File: src/rtl/mau_pkg.sv
// mau_pkg: shared widths, operation codes and reducer handshake types for the
// modular arithmetic unit. No dependencies.
package mau_pkg;

   localparam int WORD_BITS = 31;
   localparam int FUNC_BITS = 3;
   localparam int PROD_BITS = 2 * WORD_BITS;
   localparam int CNT_BITS  = $clog2(PROD_BITS + 1);

   typedef logic [WORD_BITS-1:0] word_type;
   typedef logic [FUNC_BITS-1:0] func_type;

   localparam logic [WORD_BITS-1:0] MODULUS_RESET = WORD_BITS'(998244353);

   localparam func_type FUNC_ADD = 3'd0;
   localparam func_type FUNC_SUB = 3'd1;
   localparam func_type FUNC_MUL = 3'd2;
   localparam func_type FUNC_DIV = 3'd3;
   localparam func_type FUNC_INC = 3'd4;
   localparam func_type FUNC_DEC = 3'd5;

   // handshake between the sequencer and the shared mod-reduce unit
   typedef struct packed {
      logic                 start;
      logic [PROD_BITS-1:0] value;
   } red_req_type;

   typedef struct packed {
      logic     done;
      word_type rem;
   } red_rsp_type;

endpackage

File: src/rtl/mau_reduce.sv
// mau_reduce: bit-serial restoring reduction of a 2*WORD_BITS value modulo m,
// one quotient bit per cycle. Depends on mau_pkg.
module mau_reduce (
   input  logic                 clock,
   input  logic                 reset,
   input  mau_pkg::word_type    modulus,
   input  mau_pkg::red_req_type req,
   output mau_pkg::red_rsp_type rsp
);
   import mau_pkg::*;

   logic                 busy_ff, busy_in;
   logic                 done_ff, done_in;
   logic [CNT_BITS-1:0]  cnt_ff, cnt_in;
   logic [PROD_BITS-1:0] val_ff, val_in;
   logic [WORD_BITS:0]   rem_ff, rem_in;
   logic [WORD_BITS+1:0] trial;

   // shift in one dividend bit; remainder < m so shifted value < 2m
   assign trial = {rem_ff, val_ff[PROD_BITS-1]} - {2'b00, modulus};

   always_comb begin
      busy_in = busy_ff;
      done_in = 1'b0;
      cnt_in  = cnt_ff;
      val_in  = val_ff;
      rem_in  = rem_ff;
      if (req.start) begin
         busy_in = 1'b1;
         cnt_in  = CNT_BITS'(PROD_BITS);
         val_in  = req.value;
         rem_in  = '0;
      end else if (busy_ff) begin
         val_in = {val_ff[PROD_BITS-2:0], 1'b0};
         if (!trial[WORD_BITS+1]) begin
            rem_in = trial[WORD_BITS:0];
         end else begin
            rem_in = {rem_ff[WORD_BITS-1:0], val_ff[PROD_BITS-1]};
         end
         cnt_in = cnt_ff - 1'b1;
         if (cnt_ff == CNT_BITS'(1)) begin
            busy_in = 1'b0;
            done_in = 1'b1;
         end
      end
   end

   always_ff @(posedge clock) begin
      if (reset) begin
         busy_ff <= 1'b0;
         done_ff <= 1'b0;
         cnt_ff  <= '0;
      end else begin
         busy_ff <= busy_in;
         done_ff <= done_in;
         cnt_ff  <= cnt_in;
      end
      val_ff <= val_in;
      rem_ff <= rem_in;
   end

   assign rsp.done = done_ff;
   assign rsp.rem  = rem_ff[WORD_BITS-1:0];

endmodule

File: src/rtl/modular_arith_unit.sv
// modular_arith_unit: modular add/sub/mul/div/inc/dec for a configured modulus.
// Sequence from accept to rsp_valid: every operation first reduces both operands in turn on the shared
// 62-bit serial reducer; multiply then reduces the product, and divide steps through the
// exponent bits with one reduction per modular multiply. A modulus below two skips the reducer.
// One transaction at a time; req_ready is low until the result is taken, and while csr_valid is high.
// Reset (synchronous, active high) idles the sequencer, modulus = 998244353.
module modular_arith_unit (
   input  logic                 clock,
   input  logic                 reset,
   input  logic                 csr_valid,
   output logic                 csr_ready,
   input  mau_pkg::word_type    csr_modulus,
   input  logic                 req_valid,
   output logic                 req_ready,
   input  mau_pkg::func_type    req_func,
   input  mau_pkg::word_type    req_operand_a,
   input  mau_pkg::word_type    req_operand_b,
   output logic                 rsp_valid,
   input  logic                 rsp_ready,
   output mau_pkg::word_type    rsp_result
);
   import mau_pkg::*;

   localparam logic [3:0] ST_IDLE   = 4'd0;
   localparam logic [3:0] ST_RED_A  = 4'd1;  // reducing operand_a
   localparam logic [3:0] ST_RED_B  = 4'd2;  // reducing operand_b
   localparam logic [3:0] ST_EXEC   = 4'd3;  // dispatch on func
   localparam logic [3:0] ST_MUL    = 4'd4;  // waiting on a*b mod m
   localparam logic [3:0] ST_DSTEP  = 4'd5;  // next exponent bit
   localparam logic [3:0] ST_DACC   = 4'd6;  // waiting on acc*base
   localparam logic [3:0] ST_DSQ    = 4'd7;  // waiting on base*base
   localparam logic [3:0] ST_OUT    = 4'd8;

   logic [3:0]  state_ff, state_in;
   word_type    mod_ff, mod_in;
   func_type    func_ff, func_in;
   word_type    a_ff, a_in;       // also the divide accumulator
   word_type    b_ff, b_in;       // also the divide base
   word_type    exp_ff, exp_in;
   word_type    res_ff, res_in;
   logic        started_ff, started_in;

   red_req_type red_req;
   red_rsp_type red_rsp;

   // shared add/sub datapath, one extra bit for carry/borrow
   logic [WORD_BITS:0] sum, sum_m, dif;

   // one shared multiplier: a*b for multiply and divide accumulate, b*b for squaring
   word_type             mul_lhs;
   logic [PROD_BITS-1:0] product;

   mau_reduce u_reduce (
      .clock   (clock),
      .reset   (reset),
      .modulus (mod_ff),
      .req     (red_req),
      .rsp     (red_rsp)
   );

   assign csr_ready = (state_ff == ST_IDLE);
   assign req_ready = (state_ff == ST_IDLE) && !csr_valid;
   assign rsp_valid = (state_ff == ST_OUT);
   assign rsp_result = res_ff;

   assign sum   = {1'b0, a_ff} + ((func_ff == FUNC_INC) ? (WORD_BITS+1)'(1) : {1'b0, b_ff});
   assign sum_m = sum - {1'b0, mod_ff};
   assign dif   = {1'b0, a_ff} - {1'b0, b_ff};

   assign mul_lhs = ((state_ff == ST_DACC) || ((state_ff == ST_DSTEP) && !exp_ff[0]))
                    ? b_ff : a_ff;
   assign product = PROD_BITS'(mul_lhs) * PROD_BITS'(b_ff);

   always_comb begin
      state_in      = state_ff;
      mod_in        = mod_ff;
      func_in       = func_ff;
      a_in          = a_ff;
      b_in          = b_ff;
      exp_in        = exp_ff;
      res_in        = res_ff;
      started_in    = started_ff;
      red_req.start = 1'b0;
      red_req.value = '0;
      case (state_ff)
         ST_IDLE: begin
            if (csr_valid) begin
               mod_in = csr_modulus;
            end else if (req_valid) begin
               func_in = req_func;
               b_in    = req_operand_b;
               // degenerate modulus: answer zero, reducer stays idle
               if (mod_ff < WORD_BITS'(2)) begin
                  res_in   = '0;
                  state_in = ST_OUT;
               end else begin
                  red_req.start = 1'b1;
                  red_req.value = PROD_BITS'(req_operand_a);
                  state_in      = ST_RED_A;
               end
            end
         end
         ST_RED_A: begin
            if (red_rsp.done) begin
               a_in          = red_rsp.rem;
               red_req.start = 1'b1;
               red_req.value = PROD_BITS'(b_ff);
               state_in      = ST_RED_B;
            end
         end
         ST_RED_B: begin
            if (red_rsp.done) begin
               b_in     = red_rsp.rem;
               state_in = ST_EXEC;
            end
         end
         ST_EXEC: begin
            state_in = ST_OUT;
            case (func_ff)
               FUNC_ADD, FUNC_INC: begin
                  res_in = sum_m[WORD_BITS] ? sum[WORD_BITS-1:0] : sum_m[WORD_BITS-1:0];
               end
               FUNC_SUB: begin
                  res_in = dif[WORD_BITS] ? WORD_BITS'(dif + {1'b0, mod_ff})
                                          : dif[WORD_BITS-1:0];
               end
               FUNC_DEC: begin
                  res_in = (a_ff == '0) ? mod_ff - 1'b1 : a_ff - 1'b1;
               end
               FUNC_MUL: begin
                  red_req.start = 1'b1;
                  red_req.value = product;
                  state_in      = ST_MUL;
               end
               FUNC_DIV: begin
                  if (b_ff == '0) begin
                     res_in = '0;
                  end else begin
                     exp_in   = mod_ff - WORD_BITS'(2);
                     state_in = ST_DSTEP;
                  end
               end
               default: begin
                  res_in = '0;
               end
            endcase
         end
         ST_MUL: begin
            if (red_rsp.done) begin
               res_in   = red_rsp.rem;
               state_in = ST_OUT;
            end
         end
         ST_DSTEP: begin
            if (exp_ff == '0) begin
               res_in   = a_ff;
               state_in = ST_OUT;
            end else if (exp_ff[0]) begin
               red_req.start = 1'b1;
               red_req.value = product;
               state_in      = ST_DACC;
            end else begin
               red_req.start = 1'b1;
               red_req.value = product;
               state_in      = ST_DSQ;
            end
         end
         ST_DACC: begin
            if (red_rsp.done) begin
               a_in          = red_rsp.rem;
               red_req.start = 1'b1;
               red_req.value = product;
               state_in      = ST_DSQ;
            end
         end
         ST_DSQ: begin
            if (red_rsp.done) begin
               b_in     = red_rsp.rem;
               exp_in   = exp_ff >> 1;
               state_in = ST_DSTEP;
            end
         end
         ST_OUT: begin
            if (rsp_ready) begin
               state_in = ST_IDLE;
            end
         end
         default: begin
            state_in = ST_IDLE;
         end
      endcase
      started_in = red_req.start;
   end

   always_ff @(posedge clock) begin
      if (reset) begin
         state_ff   <= ST_IDLE;
         mod_ff     <= MODULUS_RESET;
         started_ff <= 1'b0;
      end else begin
         state_ff   <= state_in;
         mod_ff     <= mod_in;
         started_ff <= started_in;
      end
      func_ff <= func_in;
      a_ff    <= a_in;
      b_ff    <= b_in;
      exp_ff  <= exp_in;
      res_ff  <= res_in;
   end

   // a result leaves only as a value below the modulus, unless the modulus is below two
   a_res_range: assert property (@(posedge clock) disable iff (reset)
      rsp_valid |-> (rsp_result < mod_ff) || (mod_ff < WORD_BITS'(2)))
      else $error("result not reduced");

   // modulus never changes while a transaction is in flight
   a_mod_hold: assert property (@(posedge clock) disable iff (reset)
      (state_ff != ST_IDLE) |=> $stable(mod_ff))
      else $error("modulus changed while busy");

   // reducer reports no done while the sequencer is idle and has started no reduction
   a_red_idle: assert property (@(posedge clock) disable iff (reset)
      (state_ff == ST_IDLE) && !started_ff |-> !red_rsp.done)
      else $error("reducer done without request");

endmodule

File: config.mk
export PLATFORM = sky130hd
export DESIGN_NAME = modular_arith_unit
export DESIGN_NICKNAME = d
export VERILOG_FILES = /design/src/rtl/mau_pkg.sv /design/src/rtl/mau_reduce.sv /design/src/rtl/modular_arith_unit.sv
export SDC_FILE = /design/constraint.sdc
export NUM_CORES = 2
export LEC_CHECK = 0
export ABC_CLOCK_PERIOD_IN_PS = 15300
export BUFFER_PORTS_ARGS = -buffer_cell sky130_fd_sc_hd__buf_2
export CAP_MARGIN = 25
export CORE_UTILIZATION = 57
export DETAILED_ROUTE_END_ITERATION = 8
export PLACE_DENSITY = 0.77
export SETUP_SLACK_MARGIN = 0.4
export SLEW_MARGIN = 5
export SYNTH_ARGS = -nofsm -noshare
export SYNTH_HDL_FRONTEND = slang
export SYNTH_SLANG_ARGS = --single-unit
File: constraint.sdc
create_clock -name clock -period 15.3 [get_ports clock]
set_clock_uncertainty 0.15 [all_clocks]
set_input_delay 3.06 -clock clock [delete_from_list [all_inputs] [get_ports clock]]
set_output_delay 3.06 -clock clock [all_outputs]
set_load 0.02 [all_outputs]
==> flow_metrics.py <==
metrics = {
    "status": {
        "outcome": "complete, but fails checks",
        "violations": "design-rule violations",
    },
    "place": {
        "gp_congestion": 1.07,
        "post-place-ws_ns": 4.29,
        "dpl.hpwl_microns": 138000,
        "port_buffers": 134,
    },
    "timing": {
        "tns_ns": 0,
        "slew_headroom_pct": 7.28,
        "clock.fmax_ghz": 0.0867,
        "rsz0062_at_grt": "no",
        "slew_viol_final": 0,
        "finalWorstSetupSlack_ns": 3.76,
        "worst_pin_slew_ns": 1.39,
        "hold_violations": 0,
        "fin_crit_sh_pct": 75.4,
        "setup-violations-final": 0,
        "min_period_ns": 11.54,
    },
    "yosys": {
        "syn_inst": 5991,
        "synth_area_per_cell_sq_um": 8.63,
        "synth_mux_area_share_pct": 1.94,
        "yosysWarnings": 0,
        "synth-xor-area-share_pct": 4.10,
        "seq_area_frac_synth_pct": 13.9,
        "synthSimpleGateAreaFrac_pct": 15.6,
        "post_synth_num_cell_types": 87,
        "synth_compound_area_share_pct": 13.1,
        "synthFlopType": "edfxtp_1",
        "synth-async-reset-ratio_pct": 0,
        "synth_top_family_by_area": "adder cells",
        "ys_ff_latch": 264,
        "synth-edff-count": 189,
        "syn-cell-area_sq_um": 51700,
        "synth_nets": 7347,
        "synthAdderAreaFrac_pct": 42.6,
    },
    "hold_path": {
        "worstHoldPathCells": 2,
        "holdPathEnd": "u_reduce.val_ff[8]",
        "hp-class": "reg2reg",
        "holdCritStartpoint": "u_reduce.val_ff[7]",
    },
    "finish": {
        "mostFrequentLayoutCells": "inv_1 (868), fa_1 (842), nand2_1 (744)",
        "drive_above_1_share_pct": 6.88,
        "layout_commonest_cell": "inv_1",
        "areaGrowthSynthToFinish_pct": 6.45,
        "seqCellArea_sq_um": 7180,
        "nNetsFinal": 7315,
        "fill_cells": 7624,
        "multi_input_area_sq_um": 40200,
    },
    "global_routing": {
        "grt_pass1_vias": 46200,
        "antenna_found_initial": 14,
        "grtUsageTotal_pct": 39.2,
        "grt_pass1_wl_microns": 270000,
        "grt_start_max_net_pins": 71,
        "overflow": 0,
    },
    "die": {
        "start_util_pct": 57.5,
        "die_area_sq_um": 91900,
        "floorplan.rows": 110,
        "die_height_microns": 303,
        "top_level_ports": 135,
        "core_area_sq_um": 89900,
        "fp.dieW_microns": 303,
    },
    "critical_path": {
        "cp_slowest_cell": "mux2i_2",
        "worstPathRequired_ns": 15.45,
        "r2r-start": "state_ff[0]",
        "path_max_fanout": 56,
        "startpoint_type": "flip-flop",
        "endpoint_kind": "flip-flop",
        "crit_path_max_incr_delay_ns": 0.74,
        "ff2ff_setup_slack_ns": 3.76,
        "r2r_end": "u_reduce.val_ff[61]",
        "crit_type": "reg2reg",
        "reg2regPathDepth": 31,
        "crit_arrival_ns": 11.69,
        "crit_top_cell": "fa_1",
    },
    "clock_tree": {
        "cts_buffers": 35,
        "cts.sinks": 264,
        "cts_hold_buffers": 0,
        "cts_resized": 0,
        "tritoncts": "done",
        "clk_latency_ns": 0.60,
        "cts-root-buf": "clkbuf_16",
        "cts_max_level": 2,
        "clock_path_buffers": 3,
        "path_clk_slew_ns": 0.07,
        "cts_setup_buffers": 0,
    },
    "routing": {
        "drt.antenna.violating_nets": 0,
        "routedWlPerCell_microns": 24.4,
        "drt_iter0_markers": 6062,
        "wl_microns": 175000,
        "via_per_inst": 6.34,
        "vias": 45500,
        "remaining_drc_errors": 1,
        "first_pass_iters": 9,
    },
    "job": {
        "maxCapViolCount": 0,
    },
}
-- worst max-delay path, delay by kind of cell, from the launching register on --
kind / cells / cell delay, ns
flip-flops: 1 / 0.55
buffers and inverters: 5 / 1.30
AO/OA/AOI/OAI: 8 / 2.77
XOR/XNOR: 1 / 0.16
AND/OR/NAND/NOR: 7 / 1.48
adder cells (fa/ha/maj): 9 / 4.06
multiplexers: 1 / 0.74
-- Yosys cell counts, drive strengths merged, types with 5 or more instances --
library cell	number	share of area (%)
o21ba	5	0.097
nand3	52	0.50
a21oi	367	3.6
and3	23	0.28
nor3	68	0.67
ha	413	10
clkbuf	317	2.3
edfxtp	189	11
o21ai	248	2.4
a221oi	6	0.10
o21a	27	0.39
a211oi	25	0.36
nand4	24	0.29
o21bai	40	0.58
nor4	33	0.43
a222oi	55	1.1
nand3b	7	0.10
a22oi	8	0.12
nor3b	5	0.073
or3	19	0.23
mux2i	61	1.2
buf	13	0.12
xor2	72	1.2
dfxtp	75	2.9
fa	842	33
a211o	15	0.25
o31ai	12	0.17
o31a	7	0.12
and2	132	1.6
inv	868	6.3
nor2b	29	0.35
or4	5	0.080
a221o	5	0.097
o211ai	22	0.32
a31oi	26	0.31
mux2	35	0.76
nand2	746	5.4
o22ai	20	0.24
o2111ai	5	0.097
o221ai	10	0.17
a21boi	7	0.10
a21o	113	1.6
nand2b	41	0.50
nor2	661	4.8
xnor2	170	2.9
-- cell type report --
| cell class | instances | area share [%] |
|---|---|---|
| Sequential cell | 264 | 13.0 |
| Clock inverter | 12 | 0.246 |
| Antenna cell | 17 | 0.0773 |
| Tap cell | 1176 | 2.67 |
| Inverter | 871 | 5.94 |
| Clock buffer | 52 | 1.82 |
| Timing Repair Buffer | 261 | 3.15 |
| Multi-Input combinational cell | 4526 | 73.0 |
-- worst max path at each step --
stage | startpoint | endpoint | slack [ns] | cells after the start
final | state_ff[0] | u_reduce.val_ff[61] | 3.76 | 31
after floorplan | state_ff[0] | u_reduce.val_ff[58] | 5.73 | 32
after CTS | state_ff[0] | u_reduce.val_ff[58] | 4.25 | 30
after global routing | state_ff[0] | u_reduce.val_ff[61] | 3.37 | 31
after global placement | state_ff[0] | u_reduce.val_ff[61] | 4.23 | 30
after detailed placement | state_ff[0] | u_reduce.val_ff[61] | 4.29 | 31
-- routing by layer --
layer / GRT usage, % / up-vias / share of wire, %
met2: 59.2 / 3148 / 43
met1: 49.3 / 22200 / 36
met5: 0.104 / - / 0
met3: 12.2 / 763 / 14
met4: 23.7 / 0 / 6.8
li1: - / 19400 / -
-- stage by stage --
stage                     util (%)  hold WS (ns)  instances  cell area, sq um
after floorplan                  -         0.313       5991             51700
after global placement        59.7         0.349       7087             53600
after detailed placement      59.8         0.363       7091             53700
after CTS                     61.0         0.356       7155             54800
after global routing          61.2         0.394       7167             55000
final                         61.2         0.358       7179             55000
-- cells by family (layout without fill, tap and decap cells) --
| logic type | count (synthesis) | count (layout) |
|---|---|---|
| DFF | 264 | 264 |
| xor gates and xnor gates | 242 | 242 |
| other | 0 | 17 |
| muxes | 96 | 96 |
| AOI/OAI and AO/OA | 1072 | 1072 |
| buffers and inverters | 1201 | 1196 |
| and+or+nand+nor | 1861 | 1861 |
| adders and majority gates | 1255 | 1255 |
-- sequential cells by signal, summed over array words and instances (netlist names) --
| name | count |
|---|---|
| u_reduce.val_ff | 62 |
| u_reduce.rem_ff | 32 |
| a_ff | 31 |
| b_ff | 31 |
| exp_ff | 31 |
| mod_ff | 31 |
| rsp_result | 31 |
| u_reduce.cnt_ff | 6 |
| state_ff | 4 |
| func_ff | 3 |
| u_reduce.busy_ff | 1 |
| u_reduce.done_ff | 1 |
Power is not shown: default switching activity piles up to over one toggle a cycle in this logic, so the estimate is an artifact.
